<file path="src/rtl/cct_pkg.sv">
`timescale 1ns / 1ps
// ----------------------------------------------------------------------------
// Camping cabin thermostat package
// Word types, field codes, register indexes and shared constants.
// ----------------------------------------------------------------------------
package cct_pkg;

    // Input word fields.
    localparam int CMD_W      = 2;
    localparam int SOC_W      = 10;
    localparam int CABIN_W    = 12;

    // Result word fields.
    localparam int REQ_W      = 2;
    localparam int REASON_W   = 3;
    localparam int NOTE_W     = 2;

    // Configuration register widths and port.
    localparam int SOC_FLOOR_W = 7;
    localparam int RUN_HOURS_W = 8;
    localparam int BAND_W      = 7;
    localparam int DWELL_W     = 16;
    localparam int SANE_W      = 8;
    localparam int CFG_IDX_W   = 3;
    localparam int CFG_DATA_W  = 16;

    // State widths.
    localparam int SESSION_W   = 20;
    localparam int CHANGE_W    = 16;

    // Signed width that holds every scaled temperature bound and the reading.
    localparam int TEMP_W      = 13;
    // Width that holds the scaled SoC floor.
    localparam int SOC_CMP_W   = 11;

    localparam logic [SESSION_W-1:0] SECS_PER_HOUR = SESSION_W'(3600);
    localparam logic [SESSION_W-1:0] SESSION_MAX   = {SESSION_W{1'b1}};
    localparam logic [CHANGE_W-1:0]  CHANGE_MAX    = {CHANGE_W{1'b1}};

    // Command codes.
    localparam logic [CMD_W-1:0] CMD_TICK  = 2'd0;
    localparam logic [CMD_W-1:0] CMD_START = 2'd1;
    localparam logic [CMD_W-1:0] CMD_STOP  = 2'd2;

    // Climate request codes.
    localparam logic [REQ_W-1:0] REQ_NONE  = 2'd0;
    localparam logic [REQ_W-1:0] REQ_START = 2'd1;
    localparam logic [REQ_W-1:0] REQ_STOP  = 2'd2;

    // Exit reasons.
    localparam logic [REASON_W-1:0] EXIT_NONE       = 3'd0;
    localparam logic [REASON_W-1:0] EXIT_VEHICLE_ON = 3'd1;
    localparam logic [REASON_W-1:0] EXIT_TIME_LIMIT = 3'd2;
    localparam logic [REASON_W-1:0] EXIT_SOC_FLOOR  = 3'd3;
    localparam logic [REASON_W-1:0] EXIT_MANUAL     = 3'd4;

    // Thermostat notes.
    localparam logic [NOTE_W-1:0] NOTE_NORMAL    = 2'd0;
    localparam logic [NOTE_W-1:0] NOTE_BAND_BAD  = 2'd1;
    localparam logic [NOTE_W-1:0] NOTE_TEMP_BAD  = 2'd2;

    // Configuration register indexes.
    localparam logic [CFG_IDX_W-1:0] REG_SOC_FLOOR = 3'd0;
    localparam logic [CFG_IDX_W-1:0] REG_RUN_HOURS = 3'd1;
    localparam logic [CFG_IDX_W-1:0] REG_BAND_LOW  = 3'd2;
    localparam logic [CFG_IDX_W-1:0] REG_BAND_HIGH = 3'd3;
    localparam logic [CFG_IDX_W-1:0] REG_DWELL     = 3'd4;
    localparam logic [CFG_IDX_W-1:0] REG_SANE_LOW  = 3'd5;
    localparam logic [CFG_IDX_W-1:0] REG_SANE_HIGH = 3'd6;

    typedef struct packed {
        logic [CMD_W-1:0]          command;
        logic                      vehicle_on;
        logic                      charging;
        logic [SOC_W-1:0]          soc_tenths;
        logic                      soc_stale;
        logic signed [CABIN_W-1:0] cabin_tenths;
        logic                      cabin_stale;
        logic                      hvac_running;
        logic                      command_pending;
    } in_item_t;

    typedef struct packed {
        logic [REQ_W-1:0]    clima_request;
        logic                session_active;
        logic [REASON_W-1:0] exit_reason;
        logic [NOTE_W-1:0]   thermostat_note;
    } out_item_t;

    typedef struct packed {
        logic [SOC_FLOOR_W-1:0]   soc_floor_pct;
        logic [RUN_HOURS_W-1:0]   max_run_hours;
        logic signed [BAND_W-1:0] band_low_c;
        logic signed [BAND_W-1:0] band_high_c;
        logic [DWELL_W-1:0]       min_dwell_secs;
        logic signed [SANE_W-1:0] sane_low_c;
        logic signed [SANE_W-1:0] sane_high_c;
    } cfg_t;

    // Times ten as two shifts and an add; the result fits TEMP_W for the configuration bounds passed in.
    function automatic logic signed [TEMP_W-1:0] scale10(input logic signed [TEMP_W-1:0] v);
        scale10 = (v <<< 3) + (v <<< 1);
    endfunction

endpackage

</file>
<file path="src/rtl/cct_cfg_regs.sv">
`timescale 1ns / 1ps
// ----------------------------------------------------------------------------
// Camping cabin thermostat configuration registers
// Decodes the configuration write channel into the seven setting registers.
// ----------------------------------------------------------------------------
module cct_cfg_regs
    import cct_pkg::*;
(
    input  logic                  aclk,
    input  logic                  aresetn,
    input  logic                  cfg_valid,
    output logic                  cfg_ready,
    input  logic [CFG_IDX_W-1:0]  cfg_index,
    input  logic [CFG_DATA_W-1:0] cfg_data,
    output cfg_t                  cfg
);

    cfg_t cfg_reg;

    assign cfg_ready = 1'b1;
    assign cfg       = cfg_reg;

    always_ff @(posedge aclk) begin
        if (!aresetn) begin
            cfg_reg.soc_floor_pct  <= SOC_FLOOR_W'(30);
            cfg_reg.max_run_hours  <= RUN_HOURS_W'(8);
            cfg_reg.band_low_c     <= BAND_W'(15);
            cfg_reg.band_high_c    <= BAND_W'(26);
            cfg_reg.min_dwell_secs <= DWELL_W'(600);
            cfg_reg.sane_low_c     <= -SANE_W'(40);
            cfg_reg.sane_high_c    <= SANE_W'(80);
        end else if (cfg_valid) begin
            // Indexes past the last register are dropped.
            unique case (cfg_index)
                REG_SOC_FLOOR: cfg_reg.soc_floor_pct  <= cfg_data[SOC_FLOOR_W-1:0];
                REG_RUN_HOURS: cfg_reg.max_run_hours  <= cfg_data[RUN_HOURS_W-1:0];
                REG_BAND_LOW:  cfg_reg.band_low_c     <= cfg_data[BAND_W-1:0];
                REG_BAND_HIGH: cfg_reg.band_high_c    <= cfg_data[BAND_W-1:0];
                REG_DWELL:     cfg_reg.min_dwell_secs <= cfg_data[DWELL_W-1:0];
                REG_SANE_LOW:  cfg_reg.sane_low_c     <= cfg_data[SANE_W-1:0];
                REG_SANE_HIGH: cfg_reg.sane_high_c    <= cfg_data[SANE_W-1:0];
                default: ;
            endcase
        end
    end

endmodule

</file>
<file path="src/rtl/camping_cabin_thermostat.sv">
`timescale 1ns / 1ps
// ----------------------------------------------------------------------------
// Camping cabin thermostat
// Session control with exit checks and a dwell-limited bang-bang thermostat.
// Path: an accepted word is held in the input register, and its result is then registered for m_.
// Throughput: one word per cycle; the input register refills while the
// result register is being taken, so the only stall is m_ready held low.
// Reset: synchronous, active low; clears both valid flags, the session state
// and loads the default settings. The configuration port is always ready.
// ----------------------------------------------------------------------------
module camping_cabin_thermostat
    import cct_pkg::*;
(
    input  logic                  aclk,
    input  logic                  aresetn,
    input  logic                  s_valid,
    output logic                  s_ready,
    input  in_item_t              s_data,
    output logic                  m_valid,
    input  logic                  m_ready,
    output out_item_t             m_data,
    input  logic                  cfg_valid,
    output logic                  cfg_ready,
    input  logic [CFG_IDX_W-1:0]  cfg_index,
    input  logic [CFG_DATA_W-1:0] cfg_data
);

    cfg_t cfg;

    cct_cfg_regs u_cfg (
        .aclk      (aclk),
        .aresetn   (aresetn),
        .cfg_valid (cfg_valid),
        .cfg_ready (cfg_ready),
        .cfg_index (cfg_index),
        .cfg_data  (cfg_data),
        .cfg       (cfg)
    );

    in_item_t              in_reg;
    logic                  in_valid_reg;
    out_item_t             m_data_reg;
    logic                  m_valid_reg;
    logic                  session_on_reg, session_on_next;
    logic [SESSION_W-1:0]  session_secs_reg, session_secs_next;
    logic [CHANGE_W-1:0]   since_change_reg, since_change_next;
    out_item_t             res_next;
    logic                  advance;

    assign advance = !m_valid_reg || m_ready;
    assign s_ready = !in_valid_reg || advance;
    assign m_valid = m_valid_reg;
    assign m_data  = m_data_reg;

    // Scaled bounds and comparisons.
    logic signed [TEMP_W-1:0] cabin;
    logic signed [TEMP_W-1:0] sane_lo10, sane_hi10, band_lo10, band_hi10;
    logic                     band_bad, temp_bad, in_band;
    logic [NOTE_W-1:0]        note;
    logic [SESSION_W-1:0]     run_limit, secs_inc;
    logic [CHANGE_W-1:0]      change_inc;
    logic [SOC_CMP_W-1:0]     soc_floor10;
    logic                     soc_low;

    always_comb begin
        cabin     = TEMP_W'(in_reg.cabin_tenths);
        sane_lo10 = scale10(TEMP_W'(cfg.sane_low_c));
        sane_hi10 = scale10(TEMP_W'(cfg.sane_high_c));
        band_lo10 = scale10(TEMP_W'(cfg.band_low_c));
        band_hi10 = scale10(TEMP_W'(cfg.band_high_c));
        band_bad  = cfg.band_low_c > cfg.band_high_c;
        temp_bad  = in_reg.cabin_stale || !(cabin > sane_lo10) || !(cabin < sane_hi10);
        in_band   = (cabin >= band_lo10) && (cabin <= band_hi10);
        priority if (band_bad) begin
            note = NOTE_BAND_BAD;
        end else if (temp_bad) begin
            note = NOTE_TEMP_BAD;
        end else begin
            note = NOTE_NORMAL;
        end

        run_limit   = SESSION_W'(cfg.max_run_hours) * SECS_PER_HOUR;
        secs_inc    = (session_secs_reg == SESSION_MAX) ? session_secs_reg
                                                        : session_secs_reg + 1'b1;
        change_inc  = (since_change_reg == CHANGE_MAX) ? since_change_reg
                                                       : since_change_reg + 1'b1;
        soc_floor10 = SOC_CMP_W'(cfg.soc_floor_pct) * SOC_CMP_W'(10);
        soc_low     = !in_reg.charging && !in_reg.soc_stale
                      && (SOC_CMP_W'(in_reg.soc_tenths) <= soc_floor10);
    end

    // Next state and result for the word in the input register.
    always_comb begin
        session_on_next   = session_on_reg;
        session_secs_next = session_secs_reg;
        since_change_next = since_change_reg;
        res_next          = '0;

        unique case (in_reg.command)
            CMD_START: begin
                session_on_next   = 1'b1;
                session_secs_next = '0;
                since_change_next = cfg.min_dwell_secs;
                res_next.thermostat_note = note;
                if (note == NOTE_NORMAL && !in_reg.hvac_running && !in_band) begin
                    res_next.clima_request = REQ_START;
                    since_change_next      = '0;
                end
            end
            CMD_STOP: begin
                if (session_on_reg) begin
                    session_on_next        = 1'b0;
                    res_next.clima_request = REQ_STOP;
                    res_next.exit_reason   = EXIT_MANUAL;
                end
            end
            CMD_TICK: begin
                if (session_on_reg) begin
                    session_secs_next = secs_inc;
                    since_change_next = change_inc;
                    priority if (in_reg.vehicle_on) begin
                        res_next.exit_reason = EXIT_VEHICLE_ON;
                    end else if (secs_inc >= run_limit) begin
                        res_next.exit_reason = EXIT_TIME_LIMIT;
                    end else if (soc_low) begin
                        res_next.exit_reason = EXIT_SOC_FLOOR;
                    end else if (!in_reg.command_pending
                                 && change_inc >= cfg.min_dwell_secs) begin
                        res_next.thermostat_note = note;
                        if (note == NOTE_NORMAL) begin
                            if (in_reg.hvac_running && in_band) begin
                                res_next.clima_request = REQ_STOP;
                                since_change_next      = '0;
                            end else if (!in_reg.hvac_running && !in_band) begin
                                res_next.clima_request = REQ_START;
                                since_change_next      = '0;
                            end
                        end
                    end
                    if (res_next.exit_reason != EXIT_NONE) begin
                        session_on_next        = 1'b0;
                        res_next.clima_request = REQ_STOP;
                    end
                end
            end
            default: ;
        endcase

        res_next.session_active = session_on_next;
    end

    always_ff @(posedge aclk) begin
        if (!aresetn) begin
            in_valid_reg     <= 1'b0;
            m_valid_reg      <= 1'b0;
            session_on_reg   <= 1'b0;
            session_secs_reg <= '0;
            since_change_reg <= '0;
        end else begin
            if (s_ready) begin
                in_valid_reg <= s_valid;
            end
            if (advance) begin
                m_valid_reg <= in_valid_reg;
                if (in_valid_reg) begin
                    session_on_reg   <= session_on_next;
                    session_secs_reg <= session_secs_next;
                    since_change_reg <= since_change_next;
                end
            end
        end
    end

    always_ff @(posedge aclk) begin
        if (s_ready && s_valid) begin
            in_reg <= s_data;
        end
        if (advance && in_valid_reg) begin
            m_data_reg <= res_next;
        end
    end

    // An exit always asks for climate stop and leaves the session inactive.
    a_exit_stops: assert property (@(posedge aclk) disable iff (!aresetn)
        m_valid && m_data.exit_reason != EXIT_NONE
        |-> m_data.clima_request == REQ_STOP && !m_data.session_active)
        else $error("exit word without stop request or with session active");

    // A thermostat note is only given when no exit was taken and nothing requested.
    a_note_quiet: assert property (@(posedge aclk) disable iff (!aresetn)
        m_valid && m_data.thermostat_note != NOTE_NORMAL
        |-> m_data.exit_reason == EXIT_NONE && m_data.clima_request == REQ_NONE)
        else $error("thermostat note together with a request or exit");

    // The session only ends when a word is processed.
    a_session_end: assert property (@(posedge aclk) disable iff (!aresetn)
        $past(aresetn) && $fell(session_on_reg) |-> $past(advance && in_valid_reg))
        else $error("session ended without a processed word");

    // The session counter never advances while no session is running.
    a_idle_hold: assert property (@(posedge aclk) disable iff (!aresetn)
        $past(aresetn) && $past(!session_on_reg) && !session_on_reg
        |-> $stable(session_secs_reg))
        else $error("session counter moved while idle");

endmodule
</file>
<file path="config.mk">
export PLATFORM = sky130hd
export DESIGN_NAME = camping_cabin_thermostat
export DESIGN_NICKNAME = d
export VERILOG_FILES = /design/src/rtl/cct_pkg.sv /design/src/rtl/cct_cfg_regs.sv /design/src/rtl/camping_cabin_thermostat.sv
export SDC_FILE = /design/constraint.sdc
export NUM_CORES = 1
export LEC_CHECK = 0
export ABC_AREA = 1
export BUFFER_PORTS_ARGS = -buffer_cell sky130_fd_sc_hd__buf_2
export CAP_MARGIN = 15
export CORE_AREA = 2 2 168 187
export CTS_CLUSTER_SIZE = 14
export DETAILED_ROUTE_END_ITERATION = 8
export DIE_AREA = 0 0 170 189
export HOLD_SLACK_MARGIN = 0.03
export SETUP_SLACK_MARGIN = 0.3
export SYNTH_ARGS = -nofsm -noshare
export SYNTH_HDL_FRONTEND = slang
export SYNTH_SLANG_ARGS = --single-unit
</file>
<file path="constraint.sdc">
create_clock -name aclk -period 5.1 [get_ports aclk]
set_input_delay 1.02 -clock aclk [delete_from_list [all_inputs] [get_ports aclk]]
set_output_delay 1.02 -clock aclk [all_outputs]
set_load 0.02 [all_outputs]
</file>
=== Word level (Yosys, flattened, before mapping) ===
Index checks and enable logic that the tools add are counted.

* Flip-flop bits (word level): 138
* Input port bits: 54
* Output and inout bits: 11
* Word-level logic and storage cells: 133

* $add $sub $neg: 6
* $mul: 2
* Order comparisons: 8
* Equality and inequality tests: 11
* Mux-type cells: 44
* Reductions and logical operators: 37

{| class="wikitable"
|+ Operator list
! cell !! number
|-
| two-way mux 16 bit || 10
|-
| two-way mux 20 bit || 2
|-
| case mux 20 bit (2 select lines) || 1
|-
| two-way mux 2 bit || 17
|-
| case mux 16 bit (2 select lines) || 1
|-
| adder 11 x 9 -> 12 bit || 2
|-
| adder 10 x 8 -> 11 bit || 2
|-
| adder 20 x 1 -> 20 bit (second input constant) || 1
|-
| equality test 20 bit (second input constant) || 1
|-
| >= comparator 20 bit || 1
|-
| adder 16 x 1 -> 16 bit (second input constant) || 1
|-
| equality test 16 bit (second input constant) || 1
|-
| >= comparator 16 bit || 1
|-
| multiplier 8 x 8 -> 16 bit (second input constant) || 1
|-
| AND reduction 2 bit || 8
|-
| >= comparator 12 x 11 -> 1 bit || 1
|-
| > comparator 12 bit || 1
|-
| <= comparator 12 x 11 -> 1 bit || 1
|-
| < comparator 12 bit || 1
|-
| two-way mux 3 bit || 4
|-
| <= comparator 10 x 11 -> 1 bit || 1
|-
| logical AND 1 bit || 10
|-
| multiplier 7 x 3 -> 10 bit (second input constant) || 1
|-
| equality test 3 bit (second input constant) || 3
|-
| 19 further kinds || 35
|}

=== Longest topological paths before layout ===
Gate-level depths: netlist (run 1).

* Depth after elaboration: 16
* Gate-level depth with buffers: 30
* Depth with buffers taken out: 29

=== Hierarchy ===
From an unflattened synthesis (run 1), not the netlist that was laid out.

* Cell total of the unflattened synthesis: 1447
* Area, all modules: 10796.6 um^2

{| class="wikitable"
|+ By module, submodules not included
! module !! instances !! cells each !! area each (um^2) !! seq. area each (um^2)
|-
| camping_cabin_thermostat || 1 || 1109 || 8389.3 || 1921.8
|-
| cct_cfg_regs || 1 || 338 || 2407.3 || 1221.2
|}

=== Least setup slack after synthesis (run 1) ===
OpenSTA, ideal clock, no wires.

* Kind: reg-to-reg
* Start: register u_cfg.cfg_reg, in the netlist u_cfg.cfg[47]
* End: register m_data_reg, in the netlist m_data[0], data pin
* Setup time: 259 ps
* Arrival time: 4491 ps
* Path slack: 350 ps
* Cell stages (with the launch flop): 28
* Buffers on the path: 0
* Clock period less this slack: 4750 ps
* Path through: dfxtp_1 -> inv_1 -> fa_1 -> inv_1 -> ha_1 -> ha_1 -> ha_1 -> inv_1 -> fa_1 -> o21ai_0 -> a21oi_1 -> o21bai_1 -> nand2_1 -> nand2_1 -> a21oi_1 -> xnor2_1 -> ha_1 -> nand2_1 -> nor2_1 -> nand2_1 -> nor2_1 -> nand4_2 -> nor2_2 -> nor2_4 -> nand3_4 -> nor2_4 -> a21oi_1 -> nor2_1

{| class="wikitable"
|+ RTL lines
! item !! line !! RTL
|-
| start: declaration || cct_cfg_regs.sv:18 || <nowiki>cfg_t cfg_reg;</nowiki>
|-
| end signal: assignment || camping_cabin_thermostat.sv:179 || <nowiki>m_data_reg <= res_next;</nowiki>
|-
| end: declaration || camping_cabin_thermostat.sv:42 || <nowiki>out_item_t m_data_reg;</nowiki>
|}

=== Worst setup path after layout (run 1) ===
* Start: register u_cfg.cfg_reg, in the netlist u_cfg.cfg[47]
* End: register since_change_reg[3]

* Word-level cells in the longest chain between the ends: 6

{| class="wikitable"
|+ Ends and longest elaborated chain
! item !! line !! RTL
|-
| multiplier 8 x 8 -> 16 bit || camping_cabin_thermostat.sv:82 || <nowiki>run_limit = SESSION_W'(cfg.max_run_hours) * SECS_PER_HOUR;</nowiki>
|-
| >= comparator 20 bit || camping_cabin_thermostat.sv:123 || <nowiki>end else if (secs_inc >= run_limit) begin</nowiki>
|-
| two-way mux 16 bit || camping_cabin_thermostat.sv:123 ||
|-
| two-way mux 16 bit || camping_cabin_thermostat.sv:121 || <nowiki>priority if (in_reg.vehicle_on) begin</nowiki>
|-
| two-way mux 16 bit || camping_cabin_thermostat.sv:118 || <nowiki>if (session_on_reg) begin</nowiki>
|-
| case mux 16 bit (2 select lines) || camping_cabin_thermostat.sv:99 || <nowiki>unique case (in_reg.command)</nowiki>
|-
| end signal: assignment || camping_cabin_thermostat.sv:168 || <nowiki>since_change_reg <= since_change_next;</nowiki>
|-
| end: declaration || camping_cabin_thermostat.sv:46 || <nowiki>logic [CHANGE_W-1:0] since_change_reg, since_change_next;</nowiki>
|}

Every way passes these cells. The select of a mux whose other input is x is not followed.
A chain may end at the register's enable or synchronous reset.

==> results of run 1 <==
through the flow:
step           cell area [um2]  hold slack (ns)  total power, mW  cells
4_1_cts                  11800            0.481             2.98   1816
2_1_floorplan            10400            0.450             1.59   1357
5_1_grt                  12000            0.503             3.12   1818
3_3_place_gp             11100            0.468             1.72   1780
6_report                 12000            0.479             2.96   1818
3_5_place_dp             11100            0.471             1.73   1780
metal layers:
metal,track usage [%],up-vias,share of wire [%]
met5,0,-,0
met4,4.57,0,1.5
met3,2.86,22,4.0
met2,27.7,161,48
met1,21.2,4059,46
li1,-,4622,-
path summary, 6_finish.rpt:
kind              cells past startpoint  slack (ns)                               end
hold / removal                        2        0.48        u_cfg.cfg[18]$_SDFFE_PN0P_
setup reg to reg                     26        0.36  since_change_reg[3]$_SDFFE_PN0P_
hold reg to reg                       2        0.48        u_cfg.cfg[18]$_SDFFE_PN0P_
setup / recovery                     26        0.36  since_change_reg[3]$_SDFFE_PN0P_
power by group through the flow:
stage / Combinational (mW) / Clock (mW) / Sequential [mW]
final: 0.525 / 1.22 / 1.21
after global routing: 0.612 / 1.29 / 1.21
after floorplan: 0.366 / 0 / 1.22
after detailed placement: 0.501 / 0 / 1.23
after CTS: 0.521 / 1.25 / 1.21
after global placement: 0.490 / 0 / 1.23
what timing repair did:
action	4_1_cts	5_1_grt
setup endpoints to repair	24	24
setup buffers	3	2
gates cloned	1	0
pin swaps	9	16
gates resized for setup	19	29
worst register-to-register path: cells and delay by family, from the launching register on:
family | cells | cell delay (ns)
compound gates | 8 | 0.95
xor+xnor | 1 | 0.12
fa+ha+maj | 7 | 2.18
buf+inv | 2 | 0.19
flops | 1 | 0.35
simple gates | 8 | 0.85
cell type report:
| class | instances | area [um2] | share of cell area (%) |
|---|---|---|---|
| Tap cell | 379 | 474 | 3.97 |
| Inverter | 171 | 642 | 5.37 |
| Sequential cell | 138 | 3150 | 26.4 |
| Clock buffer | 19 | 475 | 3.98 |
| Timing Repair Buffer | 75 | 418 | 3.50 |
| Clock inverter | 13 | 104 | 0.869 |
| Multi-Input combinational cell | 1023 | 6680 | 55.9 |
kinds of logic after synthesis:
kind of cell / share of synthesized area, %
and+or+nand+nor: 22.5
AOI/OAI and AO/OA: 13.1
buffers and inverters: 7.55
adders and majority gates: 22.4
DFF: 30.1
xor gates and xnor gates: 4.28
other: 0.0360
placed cells by master, fill, tap and decap left out, types with 3 or more instances in the layout:
| cell type | n |
|---|---|
| inv_2 | 9 |
| fa_1 | 12 |
| nor2_1 | 146 |
| nand2_4 | 6 |
| inv_6 | 6 |
| clkbuf_16 | 19 |
| nor2_4 | 5 |
| ha_1 | 159 |
| a21o_1 | 5 |
| o21ai_0 | 82 |
| o211ai_1 | 11 |
| buf_2 | 63 |
| edfxtp_1 | 38 |
| a21oi_2 | 16 |
| nor3_1 | 9 |
| o21bai_1 | 3 |
| buf_4 | 11 |
| xor2_1 | 24 |
| nand3_1 | 53 |
| clkinv_4 | 3 |
| nor4_1 | 4 |
| nand2_1 | 262 |
| dfxtp_2 | 3 |
| ha_4 | 6 |
| dfxtp_1 | 95 |
| nand4_1 | 9 |
| nand2_2 | 20 |
| a21oi_1 | 126 |
| inv_1 | 160 |
| o21ai_1 | 3 |
| nor2_2 | 9 |
| xnor2_1 | 27 |
==> flow_summary.ini, run 1 <==
[place]
dp_hpwl_um = 19200
place.gp.congestion = 0.831
io_buffers = 63
place_ws_ns = 0.0218

[floorplanning]
rows = 67
core_mm2 = 0.0302
io_pins = 65
die_width_um = 170
die_h_um = 189
die_area_mm2 = 0.0321
initial_core_util_pct = 34.6

[route]
post_drt_wl_per_cell_um = 14.0
firstDrtPassIters = 6
initialDrtViolationCount = 423
wl_um = 25500
vias_per_cell = 4.88
via_count = 8864
drc = 0
ant_nets = 0

[logic_synthesis]
avgSynthCellArea_um2 = 7.68
async_flop_share_pct = 0
yosys-top-cells-area = ha_1 20%, dfxtp_1 19%, edfxtp_1 11%
post-synth-top-area-cell = ha_1
ys_seq_area_share_pct = 30.1
synth_cell_types = 48
syn_area_mm2 = 0.0104
netlist_instances = 1357
ys_ff_latch = 138
synthTopCellsByCount = 271 x nand2_1, 166 x ha_1, 165 x inv_1, 148 x nor2_1, 132 x a21oi_1
yosysMostFrequentCell = nand2_1
synth_top_area_share_pct = 19.9
synth-warning-count = 0
synth_flop_cell = dfxtp_1
synth_edf_count = 38
synth_nets = 1590

[finish]
largest_reg_flops = 61
areaGrowthSynthToFinish_pct = 14.6
diodes = 0
fill_cells = 3104
num-nets-final = 1659
utilization_pct = 39.6
drive_above_1_share_pct = 13.8

[status]
outcome = completed

[min_path]
worstHoldStart = u_cfg.cfg[18]$_SDFFE_PN0P_
hp-class = reg -> reg

[global_routing]
grt_max_degree = 77
gr-usage-all-layers_pct = 16.3
grt_pass1_vias = 8479
grt_antenna_before_repair = 0
gr-total-overflow = 0
grt_pass1_wl_um = 41600

[timing]
rsz0062_at_grt = true
worst_slack_ns = 0.359
max_slew.worst_pin.slew_ns = 1.00
slew_viol_final = 0
finalHoldViolations = 0
fin_skew_ns = 0.0155
finalCriticalPeriod_ns = 4.74
fmax_ghz = 0.211
final.setup.tns_ns = 0
finalSetupViolations = 0
fin_crit_sh_pct = 93.0
maxSlewHeadroom_pct = 32.8

[clocking]
clk_pin_slew_ns = 0.06
tritoncts = done
cts.sinks = 138
clock_path_buffers = 2
numCtsBuffers = 17
ctsHtreeMaxLevel = 4
clock_latency_ns = 0.44
cts_root_buf = clkbuf_16
cts_hold_buf = 0

[power]
clock_power_share_pct = 41.4
max-vdd-ir-drop_mv = 0.266
pwr-share-comb_pct = 17.8
cellPowerDensity_mw_per_mm2 = 247
p_sw_uw = 890
pwr-share-seq_pct = 40.9
p_int_mw = 2.07
power.leakage_nw = 5.55
swShare_pct = 30.1

[worst_setup_path]
critPathArrivalTime_ns = 5.06
cp-end-kind = flop
cp_top_family = adder cells
cp.required_ns = 5.42
slowest_stage = fa_1
crit_path_frequent_cell = ha_1
critPathLaunch = u_cfg.cfg[47]$_SDFFE_PN0P_
path_buf_inv = 2
slowest_delay_ns = 0.45
worstSetupStartpointType = flop
critPathKind = reg -> reg
crit_fanout = 8
r2r-start = u_cfg.cfg[47]$_SDFFE_PN0P_

[job]
cap_violations = 0
No activity file was read; power rests on OpenSTA's default activity.
==> run 2: changes to the inputs <==
--- a/config.mk
+++ b/config.mk
@@ -8,12 +8,13 @@
 export ABC_AREA = 1
 export BUFFER_PORTS_ARGS = -buffer_cell sky130_fd_sc_hd__buf_2
 export CAP_MARGIN = 15
-export CORE_AREA = 2 2 168 187
+export CORE_AREA = 2 2 171 190
 export CTS_CLUSTER_SIZE = 14
 export DETAILED_ROUTE_END_ITERATION = 8
-export DIE_AREA = 0 0 170 189
+export DIE_AREA = 0 0 173 192
 export HOLD_SLACK_MARGIN = 0.03
 export SETUP_SLACK_MARGIN = 0.3
 export SYNTH_ARGS = -nofsm -noshare
 export SYNTH_HDL_FRONTEND = slang
+export SYNTH_HIERARCHICAL = 1
 export SYNTH_SLANG_ARGS = --single-unit
==> run 2 against run 1 <==
Net effect:
- design area is 4.0% higher
- critical path depth is 1 higher
- sequential cell count stayed put
- worst setup slack worse by 0.017 ns
- non-clock buffer count is 11 higher
- largest cell class unchanged
- largest power group unchanged
==> flow_summary.ini, run 2 <==
[finish]
utilization_pct = 39.9
diodes = 0
largest_reg_flops = 61
fin_area_mm2 = 0.0124
areaGrowthSynthToFinish_pct = 15.1
instances_no_fill = 1954
drive_above_1_share_pct = 13.8
final_cell_mix = 315 x nand2_1, 184 x nor2_1, 172 x inv_1
num-nets-final = 1754
layout_commonest_cell = nand2_1

[status]
outcome = completed

[worst_setup_path]
crit_fanout = 4
r2r-start = u_cfg/cfg[49]$_SDFFE_PN1P_
worstRegToRegCells = 27
rrSetupSlack_ns = 0.34
r2r_end = since_change_reg[11]$_SDFFE_PN0P_
critPathArrivalTime_ns = 5.07
cp.required_ns = 5.41
critPathKind = reg -> reg
cp-end-kind = flop
worstSetupStartpointType = flop

[floorplanning]
core_mm2 = 0.0311
initial_core_util_pct = 34.7
io_pins = 65
die_width_um = 173
rows = 68
die_h_um = 192
die_area_mm2 = 0.0332

[timing]
worst_slack_ns = 0.342
fin_crit_sh_pct = 93.3
finalHoldViolations = 0
max_slew.worst_pin.slew_ns = 0.882
finalCriticalPeriod_ns = 4.76
rsz0062_at_grt = true
fmax_ghz = 0.210
fin_skew_ns = 0.00905
maxSlewHeadroom_pct = 41.0
finalSetupViolations = 0
slew_viol_final = 0
final.setup.tns_ns = 0

[logic_synthesis]
ys_seq_area_share_pct = 29.1
synth_top_area_share_pct = 19.2
synthTopCellsByCount = 323 x nand2_1, 186 x nor2_1, 174 x inv_1, 166 x ha_1, 103 x a21oi_1
yosysMostFrequentCell = nand2_1
synth_flop_cell = dfxtp_1
synth-warning-count = 6
yosys-top-cells-area = ha_1 19%, dfxtp_1 19%, nand2_1 11%
synth_cell_types = 46
synth_edf_count = 38
avgSynthCellArea_um2 = 7.46
synth_nets = 1680
post-synth-top-area-cell = ha_1
ys_ff_latch = 138
async_flop_share_pct = 0
syn_area_mm2 = 0.0108
netlist_instances = 1447

[global_routing]
grt_pass1_wl_um = 43700
grt_max_degree = 79
grt_antenna_before_repair = 1
gr-usage-all-layers_pct = 16.2
grt_pass1_vias = 9119
gr-total-overflow = 0

[place]
place.gp.congestion = 0.861
place_area_mm2 = 0.0116
place_ws_ns = -0.0923
io_buffers = 63
placed_cells = 1910
dp_hpwl_um = 20200

[clocking]
clock_path_buffers = 2
tritoncts = done
clock_latency_ns = 0.43
numCtsBuffers = 17
ctsHtreeMaxLevel = 4
clk_pin_slew_ns = 0.06
cts_hold_buf = 0
cts.sinks = 138
cts_root_buf = clkbuf_16

[route]
post_drt_wl_per_cell_um = 13.4
ant_nets = 0
wl_um = 26200
drc = 0
initialDrtViolationCount = 441
vias_per_cell = 4.76
via_count = 9298
firstDrtPassIters = 5

[min_path]
worstHoldStart = session_secs_reg[12]$_SDFFE_PN0P_
min_path_cells = 2
hp-class = reg -> reg
min_to = session_secs_reg[12]$_SDFFE_PN0P_

[power]
power.leakage_nw = 5.80
cellPowerDensity_mw_per_mm2 = 240
max-vdd-ir-drop_mv = 0.201

[job]
cap_violations = 0
-- run 2: worst max-delay path by stage --
stage / end / startpoint / slack [ns]
floorplan: since_change_reg[13]$_SDFFE_PN0P_ / u_cfg/cfg[47]$_SDFFE_PN0P_ / 0.37
global placement: since_change_reg[0]$_SDFFE_PN0P_ / u_cfg/cfg[48]$_SDFFE_PN0P_ / -0.01
detailed placement: since_change_reg[1]$_SDFFE_PN0P_ / u_cfg/cfg[48]$_SDFFE_PN0P_ / -0.09
CTS: since_change_reg[5]$_SDFFE_PN0P_ / u_cfg/cfg[47]$_SDFFE_PN0P_ / 0.31
global route: since_change_reg[5]$_SDFFE_PN0P_ / u_cfg/cfg[47]$_SDFFE_PN0P_ / 0.05
finish: since_change_reg[11]$_SDFFE_PN0P_ / u_cfg/cfg[49]$_SDFFE_PN1P_ / 0.34
-- run 2: cell type report --
type	count	area, um2
multi-input combinational	1098	6980
inverter	180	677
clock inverter	13	134
sequential	138	3150
clock buffer	19	433
fill	3234	18700
tap	420	526
timing repair buffer	86	534
-- run 2: cell families after synthesis --
kind of cell,share of synthesized area [%]
AOI/OAI and AO/OA,8.63
xor gates and xnor gates,4.14
adders and majority gates,21.6
buffers and inverters,7.73
DFF,29.1
other,0.0347
and+or+nand+nor,28.7
-- run 2: worst max-delay path: stages (launching register included) --
cell and delay [ns]:
dfxtp_1 0.31, buf_4 0.14, fa_1 0.48, ha_1 0.32
ha_1 0.30, ha_1 0.30, ha_2 0.37, nand2_1 0.09
o21ai_2 0.17, a21oi_2 0.07, o21bai_1 0.16, nand2_1 0.08
nand2_1 0.07, a21oi_2 0.05, xnor2_1 0.13, ha_1 0.34
nand2_2 0.11, nor2_4 0.05, buf_4 0.12, nand3_1 0.06
nand2_1 0.08, nor2_4 0.14, nand2_2 0.09, nor2_4 0.14
nand3_4 0.15, clkbuf_16 0.20, nand2_4 0.05, a21oi_2 0.04
-- run 2: where the power goes --
| group | total, mW | leakage [nW] | internal, mW | switching [mW] |
|---|---|---|---|---|
| Sequential | 1.21 | 1.18 | 1.17 | 0.0421 |
| Clock | 1.22 | 0.276 | 0.686 | 0.532 |
| Combinational | 0.558 | 4.34 | 0.221 | 0.337 |
-- run 2: layer usage --
metal / GRT usage, % / vias to the layer above / share of wire (%)
met1: 20.6 / 4222 / 48
met3: 2.69 / 29 / 3.5
met2: 28.2 / 174 / 47
met4: 4.79 / 2 / 1.6
li1: - / 4871 / -
met5: 0 / - / 0.050
-- run 2: repair_timing --
action                     in CTS  in global routing
setup buffers                   4                  7
setup endpoints to repair      22                 24
pin swaps                       3                 26
resized for setup               8                 35
cloned                          0                  1
-- run 2: metrics by stage --
| step | total power [mW] | hold slack, ns |
|---|---|---|
| global placement | 1.75 | 0.473 |
| CTS | 3.01 | 0.491 |
| finish | 2.99 | 0.488 |
| detailed placement | 1.77 | 0.481 |
| global route | 3.16 | 0.514 |
| floorplan | 1.62 | 0.459 |
